### src/hdl/ptrs_pkg.sv
// Shared types and codes for the periodic task release scheduler.
package ptrs_pkg;

   localparam int CMD_W   = 3;
   localparam int SLOT_W  = 3;
   localparam int TICKS_W = 16;

   localparam logic [CMD_W-1:0] CMD_TICK    = 3'd0;
   localparam logic [CMD_W-1:0] CMD_CREATE  = 3'd1;
   localparam logic [CMD_W-1:0] CMD_SUSPEND = 3'd2;
   localparam logic [CMD_W-1:0] CMD_RESUME  = 3'd3;
   localparam logic [CMD_W-1:0] CMD_DELETE  = 3'd4;

   localparam logic KIND_STATUS  = 1'b0;
   localparam logic KIND_RELEASE = 1'b1;

   typedef struct packed {
      logic              kind;
      logic [SLOT_W-1:0] task_index;
      logic              create_error;
      logic              last;
   } rsp_item_type;

endpackage

### src/hdl/ptrs_ram.sv
// Generic simple dual-port RAM with one write port and a registered read port.
module ptrs_ram #(
   parameter int WIDTH = 32,
   parameter int DEPTH = 8
) (
   input  logic                                          clock,
   input  logic                                          wr_en,
   input  logic [((DEPTH > 1) ? $clog2(DEPTH) : 1)-1:0]  wr_addr,
   input  logic [WIDTH-1:0]                              wr_data,
   input  logic                                          rd_en,
   input  logic [((DEPTH > 1) ? $clog2(DEPTH) : 1)-1:0]  rd_addr,
   output logic [WIDTH-1:0]                              rd_data
);

   logic [WIDTH-1:0] mem_ff [DEPTH];
   logic [WIDTH-1:0] rd_data_ff;

   always_ff @(posedge clock) begin
      if (wr_en) begin
         mem_ff[wr_addr] <= wr_data;
      end
      // The read data holds while no read is issued.
      if (rd_en) begin
         rd_data_ff <= mem_ff[rd_addr];
      end
   end

   assign rd_data = rd_data_ff;

endmodule

### src/hdl/periodic_task_release_scheduler.sv
// Periodic task release scheduler: task slot table with tick-driven release stream.
//
// Commands arrive on the req_ stream: tick, create, suspend, resume and delete.
// Each slot keeps its delay and period in a small RAM; the occupied, running
// and written flags live in flip-flops. Suspend, resume and delete finish in
// the cycle of their transfer and give no result. A create gives one status
// transfer on the rsp_ stream by way of the holding stage, and holds
// req_tready low while that result waits in the holding stage.
// A tick walks the slots in index order, one RAM read per slot, and writes
// each running slot back once its read data is registered, so a tick holds
// req_tready low until the walk is done and its last release has left the
// holding stage. Each release found goes to the rsp_ stream; the final
// result of a command has rsp_tlast set. Results pass through a holding
// stage and an output register, so a stalled receiver only halts the walk
// when a third result is waiting.
// A new command is taken once the holding stage is empty.
// Reset clears all slot flags, so every slot reads as free with zero delay
// and zero period; no clearing pass over the RAM is needed.
module periodic_task_release_scheduler #(
   parameter int TASK_SLOTS = 8
) (
   input  logic        clock,
   input  logic        reset,
   input  logic        req_tvalid,
   output logic        req_tready,
   input  logic [39:0] req_tdata,  // slot_index[2:0], period_ticks[18:3], initial_delay[34:19]
   input  logic [2:0]  req_tuser,  // command[2:0]
   output logic        rsp_tvalid,
   input  logic        rsp_tready,
   output logic [7:0]  rsp_tdata,  // task_index[2:0], create_error[3]
   output logic [0:0]  rsp_tuser,  // result_kind[0]
   output logic        rsp_tlast
);

   localparam int IDX_W  = (TASK_SLOTS > 1) ? $clog2(TASK_SLOTS) : 1;
   localparam int CNT_W  = $clog2(TASK_SLOTS + 1);
   localparam int WIDE_W = IDX_W + ptrs_pkg::SLOT_W;
   localparam int DATA_W = 2 * ptrs_pkg::TICKS_W;

   localparam logic ST_IDLE = 1'b0;
   localparam logic ST_WALK = 1'b1;

   logic                          state_ff, state_in;
   logic [CNT_W-1:0]              next_ff, next_in;
   logic                          rd_valid_ff, rd_valid_in;
   logic [IDX_W-1:0]              rd_slot_ff, rd_slot_in;
   logic [TASK_SLOTS-1:0]         occ_ff, occ_in;
   logic [TASK_SLOTS-1:0]         run_ff, run_in;
   logic [TASK_SLOTS-1:0]         wrt_ff, wrt_in;
   logic                          pend_valid_ff, pend_valid_in;
   ptrs_pkg::rsp_item_type        pend_ff, pend_in;
   logic                          rsp_valid_ff, rsp_valid_in;
   ptrs_pkg::rsp_item_type        rsp_ff, rsp_in;

   logic                          ram_we;
   logic [IDX_W-1:0]              ram_waddr;
   logic [DATA_W-1:0]             ram_wdata;
   logic                          ram_re;
   logic [IDX_W-1:0]              ram_raddr;
   logic [DATA_W-1:0]             ram_q;

   logic [ptrs_pkg::CMD_W-1:0]    req_cmd;
   logic [ptrs_pkg::SLOT_W-1:0]   req_slot;
   logic [ptrs_pkg::TICKS_W-1:0]  req_period;
   logic [ptrs_pkg::TICKS_W-1:0]  req_delay;
   logic [WIDE_W-1:0]             slot_wide;
   logic [IDX_W-1:0]              slot_addr;
   logic                          slot_ok;
   logic                          req_fire;

   logic [DATA_W-1:0]             cur_data;
   logic [ptrs_pkg::TICKS_W-1:0]  cur_delay;
   logic [ptrs_pkg::TICKS_W-1:0]  cur_period;
   logic [ptrs_pkg::TICKS_W-1:0]  cur_new_delay;
   logic                          cur_run;
   logic                          cur_rel;
   logic [WIDE_W-1:0]             cur_idx_wide;
   logic                          out_free;
   logic                          stall;

   assign req_cmd    = req_tuser;
   assign req_slot   = req_tdata[2:0];
   assign req_period = req_tdata[18:3];
   assign req_delay  = req_tdata[34:19];

   assign slot_wide = {{IDX_W{1'b0}}, req_slot};
   assign slot_addr = slot_wide[IDX_W-1:0];
   assign slot_ok   = slot_wide < WIDE_W'(TASK_SLOTS);

   assign req_tready = (state_ff == ST_IDLE) && !pend_valid_ff;
   assign req_fire   = req_tvalid && req_tready;

   // Entries never written since reset read as zero delay and zero period.
   assign cur_data      = wrt_ff[rd_slot_ff] ? ram_q : '0;
   assign cur_delay     = cur_data[ptrs_pkg::TICKS_W-1:0];
   assign cur_period    = cur_data[DATA_W-1:ptrs_pkg::TICKS_W];
   assign cur_new_delay = (cur_delay != '0) ? cur_delay - 1'b1 : cur_period - 1'b1;
   assign cur_run       = run_ff[rd_slot_ff];
   assign cur_rel       = cur_run && occ_ff[rd_slot_ff] && (cur_delay == '0);
   assign cur_idx_wide  = {{ptrs_pkg::SLOT_W{1'b0}}, rd_slot_ff};

   assign out_free = !rsp_valid_ff || rsp_tready;
   // A new release needs the holding stage, which only frees when the output can take it.
   assign stall    = rd_valid_ff && cur_rel && pend_valid_ff && !out_free;

   always_comb begin
      state_in      = state_ff;
      next_in       = next_ff;
      rd_valid_in   = rd_valid_ff;
      rd_slot_in    = rd_slot_ff;
      occ_in        = occ_ff;
      run_in        = run_ff;
      wrt_in        = wrt_ff;
      pend_valid_in = pend_valid_ff;
      pend_in       = pend_ff;
      rsp_valid_in  = rsp_valid_ff;
      rsp_in        = rsp_ff;
      ram_we        = 1'b0;
      ram_waddr     = slot_addr;
      ram_wdata     = {req_period, req_delay};
      ram_re        = 1'b0;
      ram_raddr     = next_ff[IDX_W-1:0];

      if (rsp_valid_ff && rsp_tready) begin
         rsp_valid_in = 1'b0;
      end

      // The held result moves on once it is known to be final or a newer one replaces it.
      if (pend_valid_ff && out_free &&
          (pend_ff.last || (rd_valid_ff && cur_rel))) begin
         rsp_in        = pend_ff;
         rsp_valid_in  = 1'b1;
         pend_valid_in = 1'b0;
      end

      case (state_ff)
         ST_IDLE: begin
            if (req_fire) begin
               case (req_cmd)
                  ptrs_pkg::CMD_TICK: begin
                     state_in    = ST_WALK;
                     next_in     = '0;
                     rd_valid_in = 1'b0;
                  end
                  ptrs_pkg::CMD_CREATE: begin
                     pend_valid_in        = 1'b1;
                     pend_in.kind         = ptrs_pkg::KIND_STATUS;
                     pend_in.task_index   = req_slot;
                     pend_in.last         = 1'b1;
                     if (slot_ok && !occ_ff[slot_addr]) begin
                        pend_in.create_error = 1'b0;
                        ram_we               = 1'b1;
                        occ_in[slot_addr]    = 1'b1;
                        run_in[slot_addr]    = 1'b1;
                        wrt_in[slot_addr]    = 1'b1;
                     end else begin
                        pend_in.create_error = 1'b1;
                     end
                  end
                  ptrs_pkg::CMD_SUSPEND: begin
                     if (slot_ok) begin
                        run_in[slot_addr] = 1'b0;
                     end
                  end
                  ptrs_pkg::CMD_RESUME: begin
                     if (slot_ok) begin
                        run_in[slot_addr] = 1'b1;
                     end
                  end
                  ptrs_pkg::CMD_DELETE: begin
                     if (slot_ok) begin
                        occ_in[slot_addr] = 1'b0;
                     end
                  end
                  default: begin
                  end
               endcase
            end
         end
         ST_WALK: begin
            if (!stall) begin
               if (rd_valid_ff && cur_run) begin
                  ram_we             = 1'b1;
                  ram_waddr          = rd_slot_ff;
                  ram_wdata          = {cur_period, cur_new_delay};
                  wrt_in[rd_slot_ff] = 1'b1;
               end
               if (rd_valid_ff && cur_rel) begin
                  pend_valid_in        = 1'b1;
                  pend_in.kind         = ptrs_pkg::KIND_RELEASE;
                  pend_in.task_index   = cur_idx_wide[ptrs_pkg::SLOT_W-1:0];
                  pend_in.create_error = 1'b0;
                  pend_in.last         = 1'b0;
               end
               if (next_ff < CNT_W'(TASK_SLOTS)) begin
                  ram_re      = 1'b1;
                  rd_valid_in = 1'b1;
                  rd_slot_in  = next_ff[IDX_W-1:0];
                  next_in     = next_ff + 1'b1;
               end else begin
                  rd_valid_in = 1'b0;
                  if (!rd_valid_ff) begin
                     // Walk finished: whatever release is held is the final one.
                     state_in     = ST_IDLE;
                     pend_in.last = 1'b1;
                  end
               end
            end
         end
         default: begin
            state_in = ST_IDLE;
         end
      endcase
   end

   always_ff @(posedge clock) begin
      if (reset) begin
         state_ff      <= ST_IDLE;
         rd_valid_ff   <= 1'b0;
         occ_ff        <= '0;
         run_ff        <= '0;
         wrt_ff        <= '0;
         pend_valid_ff <= 1'b0;
         rsp_valid_ff  <= 1'b0;
      end else begin
         state_ff      <= state_in;
         rd_valid_ff   <= rd_valid_in;
         occ_ff        <= occ_in;
         run_ff        <= run_in;
         wrt_ff        <= wrt_in;
         pend_valid_ff <= pend_valid_in;
         rsp_valid_ff  <= rsp_valid_in;
      end
      next_ff    <= next_in;
      rd_slot_ff <= rd_slot_in;
      pend_ff    <= pend_in;
      rsp_ff     <= rsp_in;
   end

   ptrs_ram #(
      .WIDTH (DATA_W),
      .DEPTH (TASK_SLOTS)
   ) u_slot_ram (
      .clock   (clock),
      .wr_en   (ram_we),
      .wr_addr (ram_waddr),
      .wr_data (ram_wdata),
      .rd_en   (ram_re),
      .rd_addr (ram_raddr),
      .rd_data (ram_q)
   );

   assign rsp_tvalid = rsp_valid_ff;
   assign rsp_tdata  = {4'b0000, rsp_ff.create_error, rsp_ff.task_index};
   assign rsp_tuser  = rsp_ff.kind;
   assign rsp_tlast  = rsp_ff.last;

endmodule
### config.mk
export PLATFORM = sky130hd
export DESIGN_NAME = periodic_task_release_scheduler
export DESIGN_NICKNAME = d
export VERILOG_FILES = /design/src/hdl/ptrs_pkg.sv /design/src/hdl/ptrs_ram.sv /design/src/hdl/periodic_task_release_scheduler.sv
export SDC_FILE = /design/constraint.sdc
export NUM_CORES = 1
export LEC_CHECK = 0
export BUFFER_PORTS_ARGS = -buffer_cell sky130_fd_sc_hd__buf_2
export CORE_AREA = 3 3 178 214
export CTS_CLUSTER_SIZE = 16
export DETAILED_ROUTE_END_ITERATION = 7
export DIE_AREA = 0 0 181 217
export PLACE_DENSITY = 0.65
export SLEW_MARGIN = 20
export SYNTH_ARGS = -nofsm -noshare
export SYNTH_HDL_FRONTEND = slang
export SYNTH_SLANG_ARGS = --single-unit
### constraint.sdc
create_clock -name clock -period 7.9 [get_ports clock]
set_clock_uncertainty 0.1 [all_clocks]
set_input_delay 1.58 -clock clock [delete_from_list [all_inputs] [get_ports clock]]
set_output_delay 1.58 -clock clock [all_outputs]
set_load 0.1 [all_outputs]
After elaboration in Yosys (flattened, before gate mapping)
Memories as Yosys holds them, arrays and structs flattened. A register that Yosys moved wholly into a read port is not among the register bits.
Cells that the tools add are included.
{"block": "word_totals", "reg_bits": 47, "latch_bits": 0, "ramBits": 256, "mem_bits_ro": 0, "in_bits": 47, "output_inout_bits": 12, "wordCells": 161, "n_memories": 1}
{"memory": "u_slot_ram.mem_ff", "depth": 8, "word_bits": 32, "read_ports": 1, "rd_ports_with_merged_regs": 1, "write_ports": 1, "line": "ptrs_ram.sv:15", "text": "logic [WIDTH-1:0] mem_ff [DEPTH];"}
{"block": "classes", "addsub": 3, "multipliers": 0, "div_mod_pow": 0, "order_cmp": 6, "eq_ne": 16, "n_shift": 0, "n_mux": 75, "bitwise": 9, "reduce_logical": 34}
{"operator": "2-to-1 mux 32 bit", "n": 4}
{"operator": "2-to-1 mux 8 bit", "n": 10}
{"operator": "2-to-1 mux 1 bit", "n": 34}
{"operator": "OR 8 bit", "n": 4}
{"operator": "one-hot mux 8 bit (2 select lines)", "n": 2}
{"operator": "subtractor 16 x 1 -> 16 bit (second input constant)", "n": 2}
{"operator": "2-to-1 mux 6 bit", "n": 4}
{"operator": "one-hot mux 8 bit (3 select lines)", "n": 1}
{"operator": "bitwise AND 8 bit", "n": 2}
{"operator": "logical NOT 16 bit", "n": 1}
{"operator": "2-to-1 mux 16 bit", "n": 1}
{"operator": "2-to-1 mux 4 bit", "n": 4}
{"operator": "nonzero test 16 bit", "n": 1}
{"operator": "logical AND 1 bit", "n": 14}
{"operator": "binary-select mux 1 bit (select 3 bit)", "n": 4}
{"operator": "< comparator 3 x 4 -> 1 bit (second input constant)", "n": 3}
{"operator": "inequality test 2 x 1 -> 1 bit (second input constant)", "n": 6}
{"operator": "inequality test 2 bit (second input constant)", "n": 6}
{"operator": "one-hot mux 6 bit (2 select lines)", "n": 1}
{"operator": "AND reduction 5 bit", "n": 2}
{"operator": "2-to-1 mux 3 bit", "n": 3}
{"operator": "AND reduction 3 bit", "n": 3}
{"operator": "NOT 8 bit", "n": 1}
{"operator": "one-hot mux 1 bit (2 select lines)", "n": 4}
{"operator": "16 further kinds", "n": 26}

Depth between registers and ports, before layout
Gate-level depths: netlist (run 1).
{"block": "logic_depth", "depth_word": 12, "depth_mapped": 13, "depth_no_buf": 9}

Modules after synthesis
Synthesis (run 1) repeated with hierarchy kept, for this count alone.
{"block": "unflattened", "hier_cells": 866, "hier_area_um2": 14360.0}
{"module": "ptrs_ram", "instances": 1, "cells_each": 415, "area_per_inst_um2": 10786.6, "seq_area_each_um2": 8648.3}
{"module": "periodic_task_release_scheduler", "instances": 1, "cells_each": 451, "area_per_inst_um2": 3573.4, "seq_area_each_um2": 1131.1}

Worst setup path after synthesis (run 1)
Ideal clock, no wire load.
{"block": "synth_path", "path_type": "input-to-reg", "startpoint": "in req_tdata[1]", "endpoint": "mem u_slot_ram.mem_ff[3][0], enable pin", "setup_time_ns": 0.432, "arrival_ns": 4.710, "required_time_ns": 7.368, "setup_slack_ns": 2.658, "cell_stages": 7, "path_buffers": 1, "path_cell_list": "clkbuf_1 -> nor2b_1 -> a221o_1 -> a222oi_1 -> and3_1 -> a21oi_1 -> a21oi_1"}
{"block": "synth_between", "elab_chain_len": 10, "word_cells_on_any_way": 14, "cone_classes": "1 x order compare; 11 x mux; 2 x reduce/logical"}
{"item": "start: declaration", "line": "periodic_task_release_scheduler.sv:26", "text": "input logic [39:0] req_tdata,"}
{"item": "binary-select mux 1 bit (select 3 bit)", "line": "periodic_task_release_scheduler.sv:150", "text": "if (slot_ok && !occ_ff[slot_addr]) begin"}
{"item": "2-to-1 mux 1 bit (implied by the code)", "line": "periodic_task_release_scheduler.sv:150"}
{"item": "logical NOT 1 bit", "line": "periodic_task_release_scheduler.sv:150"}
{"item": "logical AND 1 bit", "line": "periodic_task_release_scheduler.sv:150"}
{"item": "2-to-1 mux 1 bit", "line": "periodic_task_release_scheduler.sv:150"}
{"item": "2-to-1 mux 1 bit", "line": "periodic_task_release_scheduler.sv:139", "text": "case (req_cmd)"}
{"item": "2-to-1 mux 1 bit", "line": "periodic_task_release_scheduler.sv:138", "text": "if (req_fire) begin"}
{"item": "one-hot mux 1 bit (2 select lines)", "line": "periodic_task_release_scheduler.sv:136", "text": "case (state_ff)"}
{"item": "2-to-1 mux 1 bit", "line": "ptrs_ram.sv:19", "text": "if (wr_en) begin"}
{"item": "2-to-1 mux 1 bit (implied by the code)", "line": "ptrs_ram.sv:20", "text": "mem_ff[wr_addr] <= wr_data;"}
{"item": "end: declaration", "line": "ptrs_ram.sv:15"}
Several ways; a longest one is shown, not always the timed one. The select of a mux whose other input is x is not followed.

Worst setup path in the final report (run 1)
{"block": "layout_path", "startpoint": "in req_tdata[0]", "endpoint": "mem u_slot_ram.mem_ff[6][29], enable pin"}
Same word-level chain as after synthesis.

==> flow_metrics.tcl, run 1 <==
set metrics [dict create \
    rows 76 \
    via_per_inst 5.861 \
    setup_viol 0 \
    grt_pass1_wl_mm 50.85 \
    synth-seq-cells 335 \
    tightest_slew_ps 1055 \
    avgSynthCellArea_um2 16.18 \
    synth.most_common_cell "edfxtp_1" \
    synth_cell_type_count 81 \
    crit_fanout 21 \
    cts_setup_buffers 0 \
    routed_wl_mm 33.09 \
    post-route-util_pct 45.46 \
    ir_worst_vdd_uv 192.6 \
    die_area_mm2 0.03928 \
    post-route-period-util_pct 62.78 \
    critical-path-max-stage-delay_ps 680 \
    areaGrowthSynthToFinish_pct 13.90 \
    worst_ep_required_time_ps 7990 \
    max_slew_margin_pct 29.41 \
    nNetsFinal 990 \
    cts_root_buf "clkbuf_16" \
    p_leak_uw 0.005153 \
    synth_area_mm2 0.01438 \
    clock_path_buffers 3 \
    start_util_pct 39.91 \
    synth_commonest_cells "edfxtp_1 (307), mux4_2 (64), o21ai_0 (50)" \
    yosysTopAreaCell "edfxtp_1" \
    synth_warnings 0 \
    netlist_instances 889 \
    synth_edf_count 307 \
    numCtsBuffers 37 \
    crit_chain "buf_2 > mux2_2 > a221o_1 > a222oi_1 > and3_1 > a21oi_1 > a21oi_4 > buf_4" \
    crit_slowest_cell "a222oi_1" \
    worstHoldPathCells 0 \
    power.density_mw_per_mm2 227.8 \
    finalPower_uw 3733 \
    grt_usage_pct 16.73 \
    antenna_found_initial 0 \
    dr_total_vias 8381 \
    netlist_top_cells_area "edfxtp_1 (64%), mux4_2 (10%), dfxtp_1 (3.9%), mux2_2 (2.9%), o21ai_0 (1.7%)" \
    antenna_left 0 \
    critPathCaptureType "register" \
    die_h_um 217 \
    cts_tree "done" \
    maxSlewViolCount 0 \
    cts.reportedPaths.clkPinSlew_ps 50 \
    drive_above_1_share_pct 26.30 \
    drt-pass1-iter-count 5 \
    cp.arrival_ps 5050 \
    diodes 0 \
    synth_top_area_share_pct 64.09 \
    drcViolationCount 0 \
    r2r_cells 6 \
    maxCapViolations 0 \
    startpoint_type "input pin" \
    async_reset_ff_share_pct 0 \
    rsz0062_at_grt "false" \
    numPortBuffers 49 \
    worstSkewPairLatency_ps 540 \
    cts_resized 0 \
    gr-total-overflow 0 \
    design.portCount 59 \
    status "finished, final reports clean" \
    core_area_mm2 0.03604 \
    grt_pass1_vias 8490 \
    cts_sinks 335 \
    timing.fmax_mhz 201.6 \
    dp_hpwl_mm 19.32 \
    die_width_um 181 \
    wl_per_cell_um 23.14 \
    ys.flop_type "edfxtp_1" \
    grt_max_degree 68 \
    worstHoldPathType "register to register" \
    htreeDepth 2 \
    cts_hold_buf 0 \
    finalCriticalPeriod_ps 4959 \
    crit_type "input pin to register" \
    synth_seq_area_share_pct 67.99 \
    drt_iter0_drc 957 \
    final.setup.tns_ps 0 \
    hold_violations 0 \
    gp_congestion 0.8947 \
]
## metal layers
layer  up-vias  track usage [%]  part of all wire (%)  routed length (um)
met2       336            27.74                    49               16150
li1       3723                -                     -                   -
met5         -                0                     0                   0
met4         0            4.826                   2.2                 728
met3        50            2.925                   6.9                2295
met1      4272            22.90                    42               13920
## per-stage QoR
stage | instance area (um^2) | instances | hold WS (ps) | setup slack, ps
after floorplan | 14400 | 892 | 300.3 | 2658
after global placement | 15200 | 1370 | 305.2 | 2434
after detailed placement | 15200 | 1370 | 308.9 | 2401
after CTS | 16380 | 1430 | 322.1 | 2932
after global routing | 16380 | 1430 | 323.0 | 2749
final | 16380 | 1430 | 321.3 | 2941
## area by class of cell
cell class	instances	area [um^2]
Clock buffer	43	968.4
Clock inverter	17	211.5
Fill cell	3087	19660
Inverter	21	78.83
Multi-Input combinational cell	478	4372
Sequential cell	335	9779
Tap cell	468	585.6
Timing Repair Buffer	68	387.9
## state kept, by name (all words and copies together) (netlist names), named ones only
name	count
u_slot_ram.mem_ff	256
u_slot_ram.rd_data	32
wrt_ff	8
pend_ff	6
next_ff	4
rsp_tdata	4
rd_slot_ff	3
pend_valid_ff	1
rd_valid_ff	1
rsp_tlast	1
rsp_tuser	1
rsp_tvalid	1
state_ff	1
## cell usage in the layout (no fill, tap or decap), drive strengths merged, types with 4 or more instances in the layout
cell type / count
a211o: 4
a211oi: 12
a21oi: 45
a22o: 17
a311oi: 11
a31oi: 16
and3: 6
buf: 68
clkbuf: 43
clkinv: 11
conb: 4
dfxtp: 28
edfxtp: 307
inv: 22
mux2: 40
mux2i: 6
mux4: 65
nand2: 36
nand3: 5
nand4: 4
nand4b: 4
nor2: 33
nor2b: 5
nor3: 26
nor4: 9
o21ai: 54
o22ai: 4
o31ai: 6
or2: 4
or4: 5
xnor2: 6
## path summary, 6_finish.rpt
path | from | endpoint | slack, ps
max | req_tdata[0] | u_slot_ram.mem_ff[6][29] | 2940
min | pend_ff[2] | rsp_tdata[0] | 320
max reg2reg | u_slot_ram.rd_data[7] | u_slot_ram.mem_ff[4][20] | 3390
min reg2reg | pend_ff[2] | rsp_tdata[0] | 320
## logic make-up (layout without fill, tap and decap cells)
group / Yosys count / after routing / share of synthesized area [%]
AO/OA/AOI/OAI: 199 / 199 / 9.412
buffers and inverters: 79 / 149 / 2.418
flip-flops: 335 / 335 / 67.99
XOR/XNOR: 7 / 7 / 0.4262
multiplexers: 111 / 111 / 13.78
AND/OR/NAND/NOR: 155 / 155 / 5.776
adder cells (fa/ha/maj): 2 / 2 / 0.1739
other: 1 / 4 / 0.02607
## power breakdown
part           switching (uW)  internal [uW]  total [uW]
clock                     680            980        1660
combinational            82.4           41.7         124
sequential               5.36           1940        1950
total                     768           2960        3730
## critical path, delay by kind of cell
kind / cells / cell delay [ps]
and+or+nand+nor: 1 / 430
AOI/OAI and AO/OA: 4 / 1870
muxes: 1 / 380
buffers and inverters: 2 / 780
Note: power is estimated with default switching activity, not from simulation.
==> run 2: changes to the inputs <==
PLACE_DENSITY = 0.67   (was 0.65)
clock period = 4 ns   (was 7.9 ns; I/O delays follow)
==> flow_metrics.tcl, run 2 (synthesized netlist as in run 1, its figures left out) <==
set metrics [dict create \
    maxCapViolations 0 \
    die_width_um 181 \
    grt_usage_pct 17.03 \
    worstHoldPathType "register to register" \
    largest_reg_flops 256 \
    post-route-period-util_pct 94.84 \
    htreeDepth 2 \
    drt-pass1-iter-count 6 \
    placed_cells 1399 \
    worstSkewPairLatency_ps 530 \
    antenna_left 0 \
    post-route-util_pct 46.34 \
    setup_viol 0 \
    core_area_mm2 0.03604 \
    worst_ep_required_time_ps 4090 \
    layout.cells.most_common "edfxtp_1" \
    crit_start "rd_slot_ff[0]" \
    rsz0062_at_grt "false" \
    cts_sinks 335 \
    hold_slack_ps 324.4 \
    gp_congestion 0.8941 \
    dr_total_vias 8457 \
    p_leak_uw 0.005316 \
    crit_fanout 9 \
    die_h_um 217 \
    critPathCaptureType "register" \
    status "finished, final reports clean" \
    finalPower_uw 7336 \
    dp_hpwl_mm 20.69 \
    path_common_cell "o21ai_0" \
    layout_common_cells "edfxtp_1 (307), mux4_2 (64), o21ai_0 (50)" \
    numCtsBuffers 35 \
    stdcell_area_mm2 0.01670 \
    timing.fmax_mhz 263.6 \
    maxSlewViolCount 0 \
    ir_worst_vdd_uv 303.9 \
    hold_violations 0 \
    rows 76 \
    grt_max_degree 69 \
    multi_input_area_mm2 0.004377 \
    design.portCount 59 \
    start_util_pct 39.91 \
    cp.depth 9 \
    power.density_mw_per_mm2 439.3 \
    crit_buf_inv 1 \
    drcViolationCount 0 \
    gr-total-overflow 0 \
    endpoint "u_slot_ram.mem_ff[5][10]" \
    crit_type "register to register" \
    placedInstanceArea_mm2 0.01555 \
    tightest_slew_ps 1023 \
    clock_path_buffers 3 \
    final_cells 1461 \
    grt_pass1_vias 8712 \
    path_delay_family "compound AO/OA/AOI/OAI gates" \
    cp.arrival_ps 3880 \
    r2r_cells 9 \
    antenna_found_initial 0 \
    nNetsFinal 1017 \
    diodes 0 \
    top_register "u_slot_ram.mem_ff" \
    die_area_mm2 0.03928 \
    crit_chain "mux2_1 > a22o_1 > a2111o_1 > o21ai_0 > ha_1 > inv_1 > o21ai_0 > o21ai_0 > o31ai_1" \
    r2r_setup_slack_ps 210 \
    r2r_start "rd_slot_ff[0]" \
    numPortBuffers 49 \
    finalCriticalPeriod_ps 3793 \
    register_area_mm2 0.009779 \
    cts_root_buf "clkbuf_16" \
    wl_per_cell_um 22.89 \
    max_slew_margin_pct 31.83 \
    routed_wl_mm 33.45 \
    drive_above_1_share_pct 28.50 \
    worstHoldPathCells 0 \
    fillers 3033 \
    cts.reportedPaths.clkPinSlew_ps 60 \
    drt_iter0_drc 713 \
    startpoint_type "register" \
    crit_slowest_cell "o31ai_1" \
    rr_endpoint "u_slot_ram.mem_ff[5][10]" \
    critical-path-max-stage-delay_ps 730 \
    grt_pass1_wl_mm 51.58 \
    via_per_inst 5.789 \
    areaGrowthSynthToFinish_pct 16.11 \
    cts_tree "done" \
]
## run 2: cell types whose count changed in the layout (fill, tap and decap cells not counted), sizes merged
cell / change
buf: +29
clkbuf: -3
clkinv: +3
bufinv: +1
inv: +1
## run 2: routing by layer
metal  track usage, %  vias up  part of all wire [%]
li1                 -     3770                     -
met2            28.56      294                    50
met5                0        -                     0
met4            6.375        0                   3.5
met1            22.22     4324                    41
met3            3.276       69                   5.8
## run 2: cell type report
type,instances,share of cell area (%)
Sequential cell,335,58.56
Multi-Input combinational cell,478,26.21
Clock buffer,40,5.484
Timing Repair Buffer,97,4.420
Tap cell,468,3.506
Clock inverter,22,1.356
Inverter,21,0.4720
## run 2: how the worst min path moves through the flow
stage	start	endpoint	slack [ps]
6_report	pend_ff[4]	rsp_tdata[2]	320
5_1_grt	pend_ff[5]	rsp_tuser	330
3_3_place_gp	pend_ff[2]	rsp_tdata[0]	300
4_1_cts	pend_ff[4]	rsp_tdata[2]	320
3_5_place_dp	pend_ff[4]	rsp_tdata[2]	310
2_1_floorplan	pend_ff[2]	rsp_tdata[0]	300
## run 2: worst register-to-register path, cell delays in order, from the launching register on
cell and delay, ps:
edfxtp_1 430, mux2_1 330, a22o_1 270, a2111o_1 570, o21ai_0 170, ha_1 430, inv_1 190, o21ai_0 110
o21ai_0 100, o31ai_1 730
## run 2: per-stage QoR
| stage | setup slack (ps) | setup TNS (ps) |
|---|---|---|
| 5_1_grt | 16.55 | 0 |
| 6_report | 206.6 | 0 |
| 2_1_floorplan | -461.8 | -118210 |
| 3_5_place_dp | 228.6 | 0 |
| 3_3_place_gp | 302.2 | 0 |
| 4_1_cts | 227.8 | 0 |
## run 2: timing repair
action                                  CTS  global route
gates resized for setup                   0             1
setup buffers                             0             0
hold buffers                              0             0
endpoints found under the setup margin    0             8
## run 2: power by group
part           internal, uW  switching (uW)
clock network          1910            1320
logic                  90.3             167
registers              3840            10.1
==> run 3: changes to the inputs <==
PLACE_DENSITY = 0.65   (was 0.67)
clock period = 4.1 ns   (was 4 ns; I/O delays follow)
==> flow_metrics.tcl, run 3 (synthesized netlist as in run 1, its figures left out) <==
set metrics [dict create \
    status "finished, final reports clean" \
    seq_power_share_pct 51.9 \
    rows 76 \
    gr-total-overflow 0 \
    drt-pass1-iter-count 5 \
    placed_cells 1387 \
    wl_per_cell_um 22.73 \
    finalCriticalPeriod_ps 3844 \
    via_per_inst 5.780 \
    nNetsFinal 1006 \
    intPower_uw 5742 \
    grt_pass1_wl_mm 51.07 \
    numCtsBuffers 36 \
    cts_setup_buffers 0 \
    setup_viol 0 \
    largest_reg_flops 256 \
    top_register "u_slot_ram.mem_ff" \
    crit_fanout 9 \
    dr_total_vias 8387 \
    die_area_mm2 0.03928 \
    crit_chain "mux2_1 > a22o_1 > a2111o_1 > o21ai_0 > ha_1 > inv_1 > mux2i_1 > a41oi_1 > o31ai_1" \
    p_sw_uw 1481 \
    diodes 0 \
    cts_tree "done" \
    rsz0062_at_grt "false" \
    finalPower_uw 7223 \
    die_width_um 181 \
    critical-path-max-stage-delay_ps 770 \
    clock_power_share_pct 44.6 \
    cts.reportedPaths.clkPinSlew_ps 60 \
    core_area_mm2 0.03604 \
    die_h_um 217 \
    drcViolationCount 0 \
    cts_hold_buf 0 \
    timing.fmax_mhz 260.1 \
    clock_path_buffers 3 \
    power.density_mw_per_mm2 433.4 \
    antenna_found_initial 0 \
    dp_hpwl_mm 19.76 \
    worstSkewPairLatency_ps 540 \
    grt_pass1_vias 8467 \
    numPortBuffers 49 \
    drive_above_1_share_pct 27.16 \
    max_slew_margin_pct 30.42 \
    areaGrowthSynthToFinish_pct 15.85 \
    tightest_slew_ps 1035 \
    routed_wl_mm 32.99 \
    grt_max_degree 69 \
    worstHoldPathType "register to register" \
    antenna_left 0 \
    p_sw_share_pct 20.51 \
    p_comb_share_pct 3.4 \
    post-route-period-util_pct 93.76 \
    maxSlewViolCount 0 \
    wl_met3_mm 1.789 \
    met1_length_mm 14.16 \
    p_leak_uw 0.005277 \
    cts_root_buf "clkbuf_16" \
    design.portCount 59 \
    grt_usage_pct 16.65 \
    ir_worst_vdd_uv 351.6 \
    worst_ep_required_time_ps 4200 \
    htreeDepth 2 \
    maxCapViolations 0 \
    critPathCaptureType "register" \
    cts_resized 0 \
    drt_iter0_drc 695 \
    start_util_pct 39.91 \
    cts_sinks 335 \
    final.setup.tns_ps 0 \
    layout_common_cells "edfxtp_1 (307), mux4_2 (64), o21ai_0 (50)" \
    final_cells 1451 \
    top_layer "met4" \
    layout.cells.most_common "edfxtp_1" \
    hold_violations 0 \
    wl_met2_mm 16.52 \
    cp.arrival_ps 3950 \
    gp_congestion 0.8833 \
    crit_slowest_cell "o31ai_1" \
    startpoint_type "register" \
    crit_type "register to register" \
]
-- run 3: changes by cell type in the layout (fill, tap and decap cells not counted), moves of 2 or more --
cell       delta
buf_4        -12
clkbuf_1      +6
clkinv_2      -3
clkinv_16     +2
inv_6         -2
-- run 3: area by class of cell --
cell class | count | area, um^2
fill | 3079 | 19380
timing repair buffer | 85 | 653.1
multi-input combinational | 478 | 4372
inverter | 21 | 78.83
sequential | 335 | 9779
tap | 468 | 585.6
clock inverter | 17 | 242.7
clock buffer | 47 | 952.2
-- run 3: through the flow --
step / utilization [%] / worst slack, ps / hold WS [ps] / area [um^2]
finish: 46.24 / 255.9 / 317.3 / 16660
global route: 46.24 / 86.03 / 321.5 / 16660
CTS: 46.24 / 304.4 / 319.3 / 16660
detailed placement: 42.92 / 160.4 / 306.2 / 15470
global placement: 42.92 / 229.9 / 303.1 / 15470
floorplan: - / -381.8 / 300.3 / 14400
-- run 3: final timing paths --
path	from	endpoint	slack, ps	cells past startpoint
max	rd_slot_ff[0]	u_slot_ram.mem_ff[1][14]	260	9
min reg2reg	pend_ff[1]	rsp_tdata[3]	320	0
min	pend_ff[1]	rsp_tdata[3]	320	0
max reg2reg	rd_slot_ff[0]	u_slot_ram.mem_ff[1][14]	260	9
-- run 3: layer usage --
metal | vias to the layer above | GRT usage [%]
met1 | 4339 | 22.69
li1 | 3751 | -
met4 | 0 | 3.835
met5 | - | 0
met3 | 36 | 2.775
met2 | 261 | 28.33
-- run 3: power groups by stage --
stage / Combinational, uW / Sequential, uW / Clock [uW]
final: 248 / 3750 / 3220
after global routing: 270 / 3750 / 3430
after CTS: 249 / 3750 / 3300
after detailed placement: 248 / 3820 / 0
after global placement: 242 / 3820 / 0
after floorplan: 161 / 3820 / 0
-- run 3: critical path: cells and delay by family, from the launching register on --
family                     cells  cell delay, ps
buffers and inverters          1             200
muxes                          2             500
adders and majority gates      1             430
AOI/OAI and AO/OA              5            1880
DFF                            1             420
